## src/rtl/mtpm_pkg.sv

```systemverilog
// ----------------------------------------------------------------------------
// mtpm_pkg: shared types and constants for the stride-4 trie prefix matcher
// Node pool size, derived widths and the front-to-back command record.
// ----------------------------------------------------------------------------
package mtpm_pkg;

  localparam int NODE_COUNT = 1024;
  localparam int NODE_W     = $clog2(NODE_COUNT);
  localparam int FREE_W     = NODE_W + 1;
  localparam int POS_W      = NODE_W + 4;
  localparam int ENTRIES    = NODE_COUNT * 16;

  localparam logic FUNC_INSERT = 1'b0;
  localparam logic FUNC_LOOKUP = 1'b1;

  // command handed from the front end to the walker
  typedef struct packed {
    logic        lookup;   // lookup when set, insert otherwise
    logic        nop;      // length out of range (0 or above 32); only inserts act on it
    logic [31:0] address;
    logic [5:0]  prefix_len;
    logic [2:0]  last_level; // level holding the marked slot group
    logic [3:0]  first_slot; // aligned start of the group
    logic [3:0]  last_slot;  // end of the group
  } cmd_t;

  // result handed from the walker to the output queue
  typedef struct packed {
    logic [5:0] match_len;
    logic       status;
  } res_t;

endpackage

```

## src/rtl/mtpm_front.sv

```systemverilog
// ----------------------------------------------------------------------------
// mtpm_front: input classification and command queue
// Decodes each transaction into a walk command and buffers two of them.
// ----------------------------------------------------------------------------
module mtpm_front import mtpm_pkg::*; (
  input  logic        clk,
  input  logic        rst,
  input  logic        push,
  output logic        full,
  input  logic        func,
  input  logic [31:0] address,
  input  logic [5:0]  prefix_len,
  output logic        cmd_valid,
  input  logic        cmd_take,
  output cmd_t        cmd
);

  cmd_t       q [2];
  logic [1:0] count;
  logic       rd_ptr;
  logic       wr_ptr;
  cmd_t       dec;
  logic [5:0] lm1;
  logic [3:0] span_mask;

  // classify the incoming transaction
  always_comb begin
    lm1 = prefix_len - 6'd1;
    unique case (prefix_len[1:0])
      2'd1:    span_mask = 4'h7;
      2'd2:    span_mask = 4'h3;
      2'd3:    span_mask = 4'h1;
      default: span_mask = 4'h0;
    endcase
    dec.lookup     = (func == FUNC_LOOKUP);
    dec.nop        = (prefix_len == 6'd0) || (prefix_len > 6'd32);
    dec.address    = address;
    dec.prefix_len = prefix_len;
    dec.last_level = lm1[4:2];
    dec.first_slot = address[5'd28 - {lm1[4:2], 2'b00} +: 4] & ~span_mask;
    dec.last_slot  = dec.first_slot | span_mask;
  end

  assign full      = count[1];
  assign cmd_valid = (count != 2'd0);
  assign cmd       = q[rd_ptr];

  // two-entry queue
  always_ff @(posedge clk) begin
    if (push && !full) q[wr_ptr] <= dec;
    if (rst) begin
      count  <= 2'd0;
      rd_ptr <= 1'b0;
      wr_ptr <= 1'b0;
    end else begin
      if (push && !full) wr_ptr <= ~wr_ptr;
      if (cmd_take && cmd_valid) rd_ptr <= ~rd_ptr;
      count <= count + {1'b0, push && !full} - {1'b0, cmd_take && cmd_valid};
    end
  end

endmodule

```

## config.mk

```make
export PLATFORM = sky130hd
export DESIGN_NAME = mtpm_front
export DESIGN_NICKNAME = d
export VERILOG_FILES = /design/src/rtl/mtpm_pkg.sv /design/src/rtl/mtpm_front.sv
export SDC_FILE = /design/constraint.sdc
export NUM_CORES = 1
export LEC_CHECK = 0
export ABC_CLOCK_PERIOD_IN_PS = 4500
export BUFFER_PORTS_ARGS = -buffer_cell sky130_fd_sc_hd__buf_2
export CAP_MARGIN = 20
export CORE_MARGIN = 1.5
export CORE_UTILIZATION = 55
export CTS_CLUSTER_DIAMETER = 150
export DETAILED_ROUTE_END_ITERATION = 6
export MAX_ROUTING_LAYER = met4
export PLACE_DENSITY = 0.87
export SLEW_MARGIN = 20
export SYNTH_ARGS = -nofsm -noshare
export SYNTH_HDL_FRONTEND = slang
export SYNTH_SLANG_ARGS = --single-unit
```

## constraint.sdc

```tcl
create_clock -name clk -period 4.5 [get_ports clk]
set_input_delay 0 -clock clk [delete_from_list [all_inputs] [get_ports clk]]
set_output_delay 0 -clock clk [all_outputs]
set_load 0.05 [all_outputs]
```

* Word level (Yosys, flattened, before mapping)
Memory sizes are Yosys's and may differ from the RTL's. A register that Yosys moved wholly into a read port is not among the register bits. Index checks and enable logic that the tools add are counted.
Word-level totals: memory bits (writable) 102, output and inout port bits 53, input port bits 43, bits in registers 4, logic and storage cells 29, memories kept 1
Cells by class: shift-type cells 1, order comparisons 1, reduce and logical (&&, ||, !) cells 6, eq/ne operators 3, $add $sub $neg 4, muxes and demuxes 5, bitwise gates (word level) 5
Memory list:
- q | words 2, bits a word 51, read ports 1, clocked after Yosys merged registers in 1, wr ports 1, RTL line mtpm_front.sv:18 | cmd_t q [2];
Operator list (number):
- 32-bit by 6-bit variable part select with 4-bit output | 1
- 3-bit one-hot mux with 3 select lines | 1
- 6-bit greater-than comparator (second input constant) | 1
- 6-bit logical NOT | 1
- 5-bit by 1-bit subtractor with 5-bit output (second input constant) | 1
- 5-bit subtractor (first input constant) | 1
- 4-bit bitwise AND | 1
- 2-bit equality test (second input constant) | 2
- 1-bit two-way mux | 4
- 4-bit NOT | 1
- 4-bit bitwise OR | 1
- 2-bit by 1-bit adder with 2-bit output | 1
- 2-bit by 1-bit equality test with 1-bit output (second input constant) | 1
- 1-bit logical AND | 2
- 1-bit NOT | 2
- 2-bit nonzero test | 1
- 2-bit by 1-bit subtractor with 2-bit output | 1
- 1-bit logical NOT | 1
- 1-bit logical OR | 1

* Longest topological paths before layout
depth in word-level cells 5, gate-level depth with buffers 8, mapped depth without buffers 8

* Worst setup path before layout
No wires, ideal clock.
path kind reg-to-reg, from reg count[1], to mem q[0][0] in the netlist's numbering, enable pin, path buffers 0, period minus slack after synthesis 3341 ps, setup time 458 ps, required time 4042 ps, arrival 2884 ps, cell stages (with the launch flop) 3, slack 1159 ps, path through dfxtp_1 nand2b_1 nor2_1
Between the ends: longest elaborated chain between the ends 4
RTL lines:
- from (decl) | RTL line mtpm_front.sv:19 | logic [1:0] count;
- from (signal assigned) | RTL line mtpm_front.sv:58 | count <= count + {1'b0, push && !full} - {1'b0, cmd_take && cmd_valid};
- 1-bit logical NOT | RTL line mtpm_front.sv:50 | if (push && !full) q[wr_ptr] <= dec;
- 1-bit logical AND | RTL line mtpm_front.sv:50
- 1-bit two-way mux | RTL line mtpm_front.sv:50
- 1-bit two-way mux (not written as such) | RTL line mtpm_front.sv:50
- to (decl) | RTL line mtpm_front.sv:18
No other way between the ends.

* Worst setup path in the final report
from in prefix_len[1], to mem q[0][7] in the netlist's numbering, data pin
Between the ends: longest elaborated chain between the ends 4
RTL lines:
- from (decl) | RTL line mtpm_front.sv:12 | input logic [5:0] prefix_len,
- 5-bit by 1-bit subtractor with 5-bit output | RTL line mtpm_front.sv:28 | lm1 = prefix_len - 6'd1;
- 5-bit subtractor | RTL line mtpm_front.sv:40 | dec.first_slot = address[5'd28 - {lm1[4:2], 2'b00} +: 4] & ~span_mask;
- 32-bit by 6-bit variable part select with 4-bit output | RTL line mtpm_front.sv:40
- 4-bit bitwise AND | RTL line mtpm_front.sv:40
No other way between the ends.

==> impl_results.md <==
* Post-DRT Antenna Nets at 0
* Initial antenna violation count at 0
* Setup tns final at 0 ns
* Clock sinks at between 100 and 150
* Core area at about 0.0076 mm^2
* I/O pin cnt at 96
* Largest area contributor in the netlist: edfxtp_1
* Die Width at just over 90 um
* Worst setup EP type: register
* Number of max-cap violations at 0
* PD cells at 589 mW/mm^2
* Synthesized area per cell at 18.3 um^2
* Syn-to-layout area delta at 28.3%
* Cell Int Power at roughly 1.9 mW
* Final core occ at 0.722
* Critical Path AT at roughly 2.4 ns
* Inst Count DP at approximately 430
* TritonCTS clock tree: yes
* Largest net degree at the start of global routing at around 50
* Slowest stage delay, CP at approximately 0.58 ns
* Clock Latency Late Sink at around 0.36 ns
* CP Class: in -> reg
* Vias per inst at about 5.2
* Critical Path RT at 4.61 ns
* Cell Count, Final, Fillers Out at just under 500
* Max-slew violations at 0
* F_max at 438 MHz
* Slowest-stage cell, CP: mux4_1
* Die ar. at about 0.0084 mm^2
* Peak VDD IR at 0.526 mV
* RePlAce Congestion at 0.773
* DRT Pass-1 Iters at 4
* Number of remaining DRC errors at 0
* Most frequent cells in the layout: edfxtp_1 (100), buf_2 (95), mux2_2 (57)
* Fill cells at approximately 520
* Post-synth top area share at 0.698
* DIE HEIGHT at ~91 um
* CTS Buf Count at 9
* Commonest non-fill, non-tap cell in the layout: edfxtp_1
* Post-synthesis instance area at about 0.0043 mm^2
* DR iter-0 viols at about 110
* Status: finished, final reports clean
* Layout cells sized above 1 at 0.469
* Critical path's top delay family: buffers and inverters
* Skew final at 0.00659 ns
* Clk slew on worst S/H paths at roughly 0.1 ns
* Hold Path Class: in -> reg
* Seq/Total Area, Yosys at 0.721
* Max-slew headroom at 0.543
* RSZ-0062 raised after global routing: false
* Final Critical Period at approximately 2.3 ns
* CP Max Fanout at 15
* Clk buf depth at 2
* Vias in the first global route at 2,533
* Buf/Inv on CP at 4
* Clock power share at 0.186
* Sequential group share of total power at 0.405
* CP Cell Sequence: dlygate4sd3_1 -> buf_2 -> inv_1 -> ha_1 -> xnor2_2 -> buf_4 -> mux4_1 -> mux2_2
* WL per Instance at approximately 17 um
* Comb pwr share at 0.410
* First-pass GRT wire length at roughly 13,000 um
* Syn_nets at between 200 and 300
* Postcts setup bufs at 0
* Rows at 32
* Yosys cell types at 25
* Top cells by area, synth: edfxtp_1 (70%), mux2_2 (15%), mux2i_1 (2.8%)
* Fin crit share at 0.507
* Final Hold Viols at 0
* Routed WL at 8460 um
* DP HPWL at 5300 um
* Ant diodes at 0
* Yosys reg bits at around 110
* Startpoint Class: input pin
* Sw frac at 0.409
* Pleak at roughly 2.1 nW
* Fin nets at between 400 and 500
* Yosys warnings at 0
* Starting density of the core at 0.563
* P_sw at approximately 1.3 mW
* H-tree depth at 3
* GRT overflow at 0
* Global-route usage over all layers at 0.215
* PortBufs at 95
* Slew @ Worst Pin at roughly 0.69 ns
* Final setup fails at 0
* Via count at 2,504
* Cells after synthesis at around 240
* Root Driver: clkbuf_8
[per-layer routing]
layer,vias to the layer above,global-route usage,part of all wire
met2,98,0.361,0.52
met3,9,0.0385,0.051
li1,1184,-,-
met5,-,-,0
met1,1213,0.261,0.42
met4,0,0.0833,0.0099
[cell families after synthesis]
group / Yosys count / synth area share
DFF: 105 / 0.721
muxes: 71 / 0.189
and+or+nand+nor: 25 / 0.0300
buffers and inverters: 15 / 0.0157
xor gates and xnor gates: 8 / 0.0198
AOI/OAI and AO/OA: 6 / 0.00960
adders and majority gates: 5 / 0.0145
[path summary, 6_finish.rpt]
check / start / endpoint / slack, ns / depth (start not counted)
worst min register to register: rd_ptr / rd_ptr / 0.54 / 2
worst max register to register: count[1] / count[1] / 2.70 / 8
worst min-delay path: cmd_take / rd_ptr / 0.08 / 4
worst max-delay path: prefix_len[1] / q[0][7] / 2.22 / 8
[worst reg2reg max path, delay by kind of cell (launching register included)]
| kind | cells | cell delay (ns) |
|---|---|---|
| xor gates and xnor gates | 2 | 0.33 |
| adders and majority gates | 2 | 0.44 |
| buffers and inverters | 1 | 0.06 |
| DFF | 1 | 0.35 |
| and+or+nand+nor | 3 | 0.54 |
[state kept, by name, indices dropped and copies added (netlist names), named ones only]
register	count
wr_ptr	1
q	100
rd_ptr	1
count	2
[layout make-up]
type | instances | area (um^2) | area share
timing repair buffer | 139 | 906 | 0.164
tap | 102 | 128 | 0.0231
inverter | 7 | 26.3 | 0.00476
clock buffer | 9 | 124 | 0.0224
multi-input combinational | 115 | 1150 | 0.208
clock inverter | 7 | 83.8 | 0.0152
sequential | 105 | 3100 | 0.562
[power groups by stage]
stage / Sequential [mW] / Combinational (mW) / Clock [mW]
global route: 1.33 / 1.39 / 0.643
floorplan: 1.33 / 1.04 / 0
CTS: 1.32 / 1.34 / 0.607
finish: 1.32 / 1.33 / 0.603
detailed placement: 1.34 / 1.31 / 0
global placement: 1.33 / 1.30 / 0
[cells in the mapped netlist, drive strengths merged]
cell type	number
mux2i	12
nand2	2
xnor2	6
ha	5
nand2b	5
nor2b	1
edfxtp	100
nor3b	1
xor2	2
clkbuf	6
inv	7
mux2	57
dfxtp	5
nor2	10
o22ai	3
a22oi	3
buf	2
nor4b	1
or2	1
mux4	2
nor3	1
and2	3
[through the flow]
stage	setup WS (ns)	hold WS, ns	instance area [um^2]	power [mW]
2_1_floorplan	1.16	0.0716	4300	2.37
3_3_place_gp	2.51	0.190	4910	2.62
3_5_place_dp	2.43	0.196	4910	2.64
4_1_cts	2.23	0.0714	5520	3.26
5_1_grt	2.15	0.0913	5520	3.37
6_report	2.22	0.0775	5520	3.25
[what timing repair did]
action | CTS | global route
hold endpoints to repair | 85 | 0
resized for setup | 0 | 0
hold buffers | 40 | 0
(Power assumes the default switching activity.)
