`config.mk`:
```
export PLATFORM = sky130hd
export DESIGN_NAME = mtpm_out
export DESIGN_NICKNAME = d
export VERILOG_FILES = /design/src/rtl/mtpm_pkg.sv /design/src/rtl/mtpm_out.sv
export SDC_FILE = /design/constraint.sdc
export NUM_CORES = 1
export LEC_CHECK = 0
export ABC_CLOCK_PERIOD_IN_PS = 1600
export BUFFER_PORTS_ARGS = -buffer_cell sky130_fd_sc_hd__buf_2
export CAP_MARGIN = 30
export CORE_MARGIN = 1
export CORE_UTILIZATION = 40
export DETAILED_ROUTE_END_ITERATION = 6
export PLACE_DENSITY = 0.69
export SLEW_MARGIN = 20
export SYNTH_ARGS = -nofsm -noshare
export SYNTH_HDL_FRONTEND = slang
export SYNTH_SLANG_ARGS = --single-unit
```
`constraint.sdc`:
```
create_clock -name clk -period 1.6 [get_ports clk]
set_input_delay 0.08 -clock clk [delete_from_list [all_inputs] [get_ports clk]]
set_output_delay 0.08 -clock clk [all_outputs]
set_load 0.1 [all_outputs]
```
`src/rtl/mtpm_pkg.sv`:
```
// ----------------------------------------------------------------------------
// mtpm_pkg: shared types and constants for the stride-4 trie prefix matcher
// Node pool size, derived widths and the front-to-back command record.
// ----------------------------------------------------------------------------
package mtpm_pkg;

  localparam int NODE_COUNT = 1024;
  localparam int NODE_W     = $clog2(NODE_COUNT);
  localparam int FREE_W     = NODE_W + 1;
  localparam int POS_W      = NODE_W + 4;
  localparam int ENTRIES    = NODE_COUNT * 16;

  localparam logic FUNC_INSERT = 1'b0;
  localparam logic FUNC_LOOKUP = 1'b1;

  // command handed from the front end to the walker
  typedef struct packed {
    logic        lookup;   // lookup when set, insert otherwise
    logic        nop;      // length out of range (0 or above 32); only inserts act on it
    logic [31:0] address;
    logic [5:0]  prefix_len;
    logic [2:0]  last_level; // level holding the marked slot group
    logic [3:0]  first_slot; // aligned start of the group
    logic [3:0]  last_slot;  // end of the group
  } cmd_t;

  // result handed from the walker to the output queue
  typedef struct packed {
    logic [5:0] match_len;
    logic       status;
  } res_t;

endpackage

```
`src/rtl/mtpm_out.sv`:
```
// ----------------------------------------------------------------------------
// mtpm_out: result queue
// Two-entry queue presenting the oldest result to the consumer.
// ----------------------------------------------------------------------------
module mtpm_out import mtpm_pkg::*; (
  input  logic       clk,
  input  logic       rst,
  input  logic       res_valid,
  output logic       res_ready,
  input  res_t       res,
  output logic       empty,
  input  logic       pop,
  output logic [5:0] match_len,
  output logic       status
);

  res_t       q [2];
  logic [1:0] count;
  logic       rd_ptr;
  logic       wr_ptr;
  logic       wr;
  logic       rd;

  assign res_ready = !count[1];
  assign wr        = res_valid && res_ready;
  assign rd        = pop && !empty;
  assign empty     = (count == 2'd0);
  assign match_len = q[rd_ptr].match_len;
  assign status    = q[rd_ptr].status;

  always_ff @(posedge clk) begin
    if (wr) q[wr_ptr] <= res;
    if (rst) begin
      count  <= 2'd0;
      rd_ptr <= 1'b0;
      wr_ptr <= 1'b0;
    end else begin
      if (wr) wr_ptr <= ~wr_ptr;
      if (rd) rd_ptr <= ~rd_ptr;
      count <= count + {1'b0, wr} - {1'b0, rd};
    end
  end

endmodule

```
Word-level counts from Yosys, hierarchy flattened:

Memories as Yosys holds them, arrays and structs flattened. A register that Yosys moved wholly into a read port is not among the register bits.
Cells that the tools add are included.

* add/subtract/negate cells: 2
* muxes and demuxes: 4
* bitwise gates (word level): 2
* reduce and logical (&&, ||, !) cells: 5

Operators with widths (count)
* 2-to-1 mux 1 bit: 4
* adder 2 x 1 -> 2 bit: 1
* logical AND 1 bit: 2
* zero test 1 bit: 2
* zero test 2 bit: 1
* inverter 1 bit: 2
* subtractor 2 x 1 -> 2 bit: 1

* bits in registers: 4
* memory bits (writable): 14
* input port bits: 11
* word-level logic and storage cells: 17
* memories: 1

Memory list
* q: words 2, bits a word 7, rd ports 1, clocked after Yosys merged registers in 1, write ports 1, line mtpm_out.sv:17 `res_t q [2];`

Longest topological paths before layout:

Gate-level depths: netlist of the first run.

* word-level depth: 5
* depth in mapped cells: 7
* mapped depth without buffers: 7

Least setup slack after synthesis of the first run:

No wires, ideal clock.

* path kind: reg-to-reg
* start: reg count[1]
* end: mem q[1][0] (netlist bit) (enable)
* library setup time: 327 ps
* arrival time: 1370 ps
* required time: 1273 ps
* path slack: -97 ps
* stages on the path, launching flop included: 3
* path buffers: 0
* cells stage by stage: dfxtp_1 > inv_1 > and3_1

* cells in the longest elaborated chain, start to end: 4

RTL lines
* from (decl): line mtpm_out.sv:18 `logic [1:0] count;`
* from (signal assigned): line mtpm_out.sv:40 `count <= count + {1'b0, wr} - {1'b0, rd};`
* zero test 1 bit: line mtpm_out.sv:24 `assign res_ready = !count[1];`
* via res_ready: line mtpm_out.sv:9 `output logic res_ready,`
* logical AND 1 bit: line mtpm_out.sv:25 `assign wr = res_valid && res_ready;`
* 2-to-1 mux 1 bit: line mtpm_out.sv:32 `if (wr) q[wr_ptr] <= res;`
* 2-to-1 mux 1 bit (not written as such): line mtpm_out.sv:32
* to (decl): line mtpm_out.sv:17

The timed path passes the listed nets, and every way through them passes these cells.

Worst setup path in the final report of the first run:

* start: reg count[1]
* end: reg count[1]

* cells in the longest elaborated chain, start to end: 4
* elaborated cells on any way between the ends: 7
* those cells by class: add/sub: 2; reduce/logical: 5

RTL lines
* zero test 2 bit: line mtpm_out.sv:27 `assign empty = (count == 2'd0);`
* zero test 1 bit: line mtpm_out.sv:26 `assign rd = pop && !empty;`
* logical AND 1 bit: line mtpm_out.sv:26
* via rd: line mtpm_out.sv:22 `logic rd;`
* subtractor 2 x 1 -> 2 bit: line mtpm_out.sv:40

The timed path passes the listed nets, and every way through them passes these cells.
A chain may end at the register's enable or synchronous reset.

==> flow_metrics.tcl, run 1 <==
set metrics [dict create \
    avgRoutedWirePerCell_um 11.06 \
    rsz0062_at_grt "false" \
    grt_pass1_wl_um 1676 \
    skew_ps 1.341 \
    syn_avg_cell_area_um2 16.52 \
    routed-via-count 456 \
    fin_setup_tns_ps 0 \
    met2_length_um 541 \
    max-cap-violations 0 \
    min_period_over_period_pct 96.77 \
    drtPass1Iterations 4 \
    whs_ps 12.70 \
    synthMuxAreaShare_pct 10.61 \
    fin_nets 89 \
    numCtsBuffers 3 \
    wl_um 1106 \
    crit_path_start_kind "flop" \
    antenna_cells 0 \
    fillers 155 \
    core_area_um2 1727 \
    clk_path_buf_depth 2 \
    seq_area_frac_synth_pct 70.03 \
    synthCells 45 \
    area_delta_synth_final_pct 31.48 \
    antenna_found_initial 0 \
    port_buffers 19 \
    synthAdderAreaFrac_pct 3.367 \
    setup_viol 0 \
    clkTransAtPathRegs_ps 100 \
    postRouteAntennaNets 0 \
    initial_core_util_pct 43.04 \
    cts_root_buf "clkbuf_4" \
    hpwl_um 755.8 \
    die-height_um 45.11 \
    syn_nets 58 \
    maxSlewViolCount 0 \
    drive_gt1_share_pct 44.00 \
    place_area_um2 872.1 \
    reg2regPathDepth 7 \
    cp_top_family "adder cells" \
    grt_pass1_vias 431 \
    drc 0 \
    synth_top_family_by_area "multiplexers" \
    slowest_stage "dfxtp_1" \
    yosys.area_share.simple_pct 6.566 \
    max_stage_delay_ps 360 \
    worst_path_most_repeated_cell "ha_1" \
    ys_warn_count 0 \
    viasPerCell 4.560 \
    wl_met1_um 457 \
    dp.cells 89 \
    path_cells "o21a_4, ha_1, inv_1, ha_1, xnor2_2, xnor2_1, nor2_1" \
    syn_area_um2 743.2 \
    cp_num_buf_inv 1 \
    max_slew_margin_pct 67.81 \
    path_depth 7 \
    ys_types 15 \
    whs_path_depth 2 \
    gp_congestion 0.6259 \
    ios 20 \
    num_rows 15 \
    ys_seq_elements 19 \
    critPathKind "flop to flop" \
    h-tree-depth 1 \
    cts_tree "done" \
    worstMarginPinSlew_ps 486.2 \
    wl_met3_um 80 \
    min_path_type "primary input to flop" \
    arrival_ps 1730 \
    outcome "completed" \
    die_w_um 45.11 \
    dieArea_um2 2034 \
    cts.sinks 19 \
    clk_latency_ps 280 \
    synthXorXnorAreaFrac_pct 5.724 \
    grt_max_degree 11 \
    stdcell_count 100 \
    top_layer "met4" \
    critPathMaxFanout 4 \
    crit_required_ps 1790 \
    fmax_ghz 0.6459 \
    grtUsageTotal_pct 12.35 \
    synth_compound_area_share_pct 2.020 \
    hold_viol_final 0 \
    fin_crit_ps 1548 \
    postLayoutCellArea_um2 977.2 \
    grt-ovfl-total 0 \
    cp-end-kind "flop" \
    drt-initial-drc-count 5 \
]
-- cells by family (layout without fill, tap and decap cells) --
kind of cell	count (synthesis)	after routing
AOI/OAI and AO/OA	1	1
DFF	19	19
xor gates and xnor gates	4	4
muxes	7	7
buffers and inverters	3	33
adders and majority gates	2	2
and+or+nand+nor	9	9
-- metrics by stage --
step | setup slack (ps) | utilization, %
final | 51.69 | 56.59
after CTS | 23.58 | 56.09
after global routing | 9.294 | 56.59
after detailed placement | 72.74 | 50.51
after global placement | 85.78 | 50.51
after floorplan | -96.59 | -
-- state kept, by name, summed over array words and instances, names as in the netlist, named ones only --
name	count
q	14
count	2
rd_ptr	1
wr_ptr	1
-- cells in the final DEF, fill, tap and decap left out --
cell           count
mux2_2             5
buf_4              1
mux2_1             2
clkbuf_1           1
edfxtp_1          14
buf_2             19
xnor2_1            1
xnor2_2            2
and3_1             1
dfxtp_1            4
nand2b_4           1
dfxtp_2            1
nor2_1             6
dlygate4sd3_1      7
inv_1              2
ha_1               2
o21a_4             1
xor2_1             1
clkbuf_4           3
nor2b_1            1
-- worst paths after layout --
| kind | from | to | slack (ps) |
|---|---|---|---|
| worst max-delay path | count[1] | count[1] | 50 |
| worst min-delay path | rst | flop | 10 |
| worst max register to register | count[1] | count[1] | 50 |
| worst min register to register | wr_ptr | wr_ptr | 550 |
-- cell usage after synthesis --
| cell | count | area share (%) |
|---|---|---|
| edfxtp_1 | 14 | 57 |
| nor2_1 | 6 | 3.0 |
| dfxtp_1 | 5 | 13 |
| mux2_2 | 5 | 7.6 |
| ha_1 | 2 | 3.4 |
| inv_1 | 2 | 1.0 |
| mux2_1 | 2 | 3.0 |
| xnor2_1 | 2 | 2.4 |
| and3_1 | 1 | 0.84 |
| buf_2 | 1 | 0.67 |
| nand2b_4 | 1 | 1.9 |
| nor2b_1 | 1 | 0.84 |
| o21a_4 | 1 | 2.0 |
| xnor2_2 | 1 | 2.2 |
| xor2_1 | 1 | 1.2 |
-- layout make-up --
type	count	area, µm²	share of cell area (%)
sequential	19	521.8	53.39
multi-input combinational	23	217.7	22.28
timing repair buffer	27	172.7	17.67
tap	25	31.28	3.201
clock buffer	4	26.28	2.689
inverter	2	7.507	0.7682
-- timing repair --
| action | 4_1_cts | 5_1_grt |
|---|---|---|
| buffers inserted | 0 | 0 |
| setup endpoints to repair | 0 | 8 |
| gates resized for setup | 0 | 2 |
| hold endpoints to repair | 14 | 0 |
| hold buffers | 7 | 0 |
-- per-layer routing --
layer	vias to the layer above	global-route usage, %
li1	218	-
met1	210	12.66
met2	22	21.45
met3	6	4.400
met4	0	7.273
met5	-	0
Power of run 1 is not shown: default switching activity piles up to over one toggle a cycle in this logic, so the estimate is an artifact.
==> inputs of run 2 (changes only) <==
--- a/config.mk
+++ b/config.mk
@@ -12,6 +12,7 @@
 export CORE_UTILIZATION = 40
 export DETAILED_ROUTE_END_ITERATION = 6
 export PLACE_DENSITY = 0.69
+export SETUP_SLACK_MARGIN = 0.2
 export SLEW_MARGIN = 20
 export SYNTH_ARGS = -nofsm -noshare
 export SYNTH_HDL_FRONTEND = slang
==> run 2 against run 1 <==
  * Register-to-register slack better by 80 ps
  * Via count up 0.66%
  * Global-route usage up 2.6 points
  * Die area unchanged
  * Cell count up 4.0%
  * Worst hold slack better by 170 ps
  * Core utilization up 6.2 points
  * Sequential share of layout area down 4.6 points
  * Clock-buffer cell count down 1
  * Clock skew up 1.7 ps
  * Maximum frequency up 5.3%
  * Critical path type unchanged
==> flow_metrics.tcl, run 2 (synthesis gave the netlist of run 1 again) <==
set metrics [dict create \
    dieArea_um2 2034 \
    initial_core_util_pct 43.04 \
    cts.sinks 19 \
    ios 20 \
    outcome "completed" \
    postLayoutCellArea_um2 1085 \
    skew_ps 3.028 \
    area_delta_synth_final_pct 45.96 \
    cts_tree "done" \
    layout_common_cells "edfxtp_1, buf_2, buf_4, dlygate4sd3_1" \
    seqPwrFrac_pct 33.9 \
    regArea_um2 529.3 \
    fillers 140 \
    largest_reg_flops 14 \
    p_sw_share_pct 47.79 \
    largestRegisters "q: 14 flops, count: 2 flops" \
    routed-via-count 459 \
    avgRoutedWirePerCell_um 12.43 \
    die-height_um 45.11 \
    core_area_um2 1727 \
    stdcell_count 104 \
    crit_path_start_kind "flop" \
    hpwl_um 896.9 \
    min_period_over_period_pct 91.93 \
    crit_required_ps 1780 \
    maxSlewViolCount 0 \
    largest_register "q" \
    postRouteAntennaNets 0 \
    port_buffers 19 \
    layout_commonest_cell "edfxtp_1" \
    h-tree-depth 1 \
    clk_path_buf_depth 2 \
    fin_ws_ps 129.1 \
    arrival_ps 1650 \
    multi_input_area_um2 250.2 \
    grt-ovfl-total 0 \
    num_rows 15 \
    fmax_ghz 0.6798 \
    p_total_mw 2.113 \
    fin_crit_ps 1471 \
    cellPowerDensity_nw_per_um2 1948 \
    utilization_pct 62.83 \
    p_clk_share_pct 10.6 \
    drt-initial-drc-count 7 \
    max-cap-violations 0 \
    fin_setup_tns_ps 0 \
    drc 0 \
    grtUsageTotal_pct 14.93 \
    die_w_um 45.11 \
    vdd_drop_max_mv 1.117 \
    grt_pass1_wl_um 2001 \
    p_leak_nw 0.4203 \
    whs_ps 184.0 \
    gp_congestion 0.6517 \
    pre_cts_ws_ps 88.19 \
    worstMarginPinSlew_ps 301.6 \
    clkTransAtPathRegs_ps 100 \
    setup_viol 0 \
    clk_latency_ps 280 \
    place_area_um2 895.9 \
    grt_max_degree 12 \
    min_path_type "primary input to flop" \
    cts_root_buf "clkbuf_4" \
    hold_viol_final 0 \
    pwr-share-comb_pct 55.4 \
    grt_pass1_vias 494 \
    drtPass1Iterations 3 \
    numCtsBuffers 3 \
    antenna_cells 0 \
    critPathKind "flop to flop" \
    drive_gt1_share_pct 56.96 \
    p_int_mw 1.103 \
    rsz0062_at_grt "true" \
    max_slew_margin_pct 80.00 \
    wl_um 1293 \
    antenna_found_initial 0 \
    fin_nets 93 \
    cp-end-kind "flop" \
    critPathMaxFanout 3 \
    viasPerCell 4.413 \
    dp.cells 89 \
    p_switching_mw 1.010 \
]
## run 2: cell types whose count changed in the layout (fill, tap and decap cells not counted), moves of 2 or more
cell      delta
dfxtp_4      +2
ha_4         +2
buf_6        +2
dfxtp_1      -2
inv_1        -2
buf_4        +8
ha_1         -2
clkbuf_4     +2
buf_2        -9
## run 2: path summary, 6_finish.rpt
check / from / to / slack (ps) / cells past startpoint
worst min register to register: rd_ptr / rd_ptr / 560 / 2
worst max-delay path: count[1] / count[1] / 130 / 7
worst max register to register: count[1] / count[1] / 130 / 7
worst min-delay path: res_valid / wr_ptr / 180 / 4
## run 2: repair_timing
| item | 4_1_cts | 5_1_grt |
|---|---|---|
| resized for setup | 12 | 6 |
| hold buffers | 8 | 0 |
| setup endpoints to repair | 9 | 5 |
| pin swaps | 5 | 4 |
| gates cloned | 0 | 0 |
| hold endpoints to repair | 15 | 0 |
| buffers inserted | 3 | 0 |
## run 2: final cells by class
class / instances / area share [%]
sequential: 19 / 48.79
multi-input combinational: 23 / 23.07
timing repair buffer: 31 / 21.68
tap: 25 / 2.884
clock buffer: 3 / 2.076
inverter: 2 / 1.038
clock inverter: 1 / 0.4614
## run 2: worst max-delay path: stages (launching register included)
cell and delay [ps]:
dfxtp_4 360, o21a_4 210, ha_4 260, inv_2 40, ha_4 150, xnor2_2 130, xnor2_1 170, nor2_1 50
## run 2: metal layers
layer	track usage [%]	wire (µm)
met1	14.85	455
met2	28.41	774
met3	2.400	52
met4	9.091	10
met5	0	0
## run 2: power by group through the flow
stage | Clock, mW | Sequential (mW) | Combinational [mW]
2_1_floorplan | 0 | 0.695 | 0.902
3_3_place_gp | 0 | 0.726 | 1.00
3_5_place_dp | 0 | 0.735 | 1.01
4_1_cts | 0.234 | 0.720 | 1.14
5_1_grt | 0.262 | 0.730 | 1.22
6_report | 0.225 | 0.717 | 1.17
Note: power is estimated with default switching activity, not from simulation.
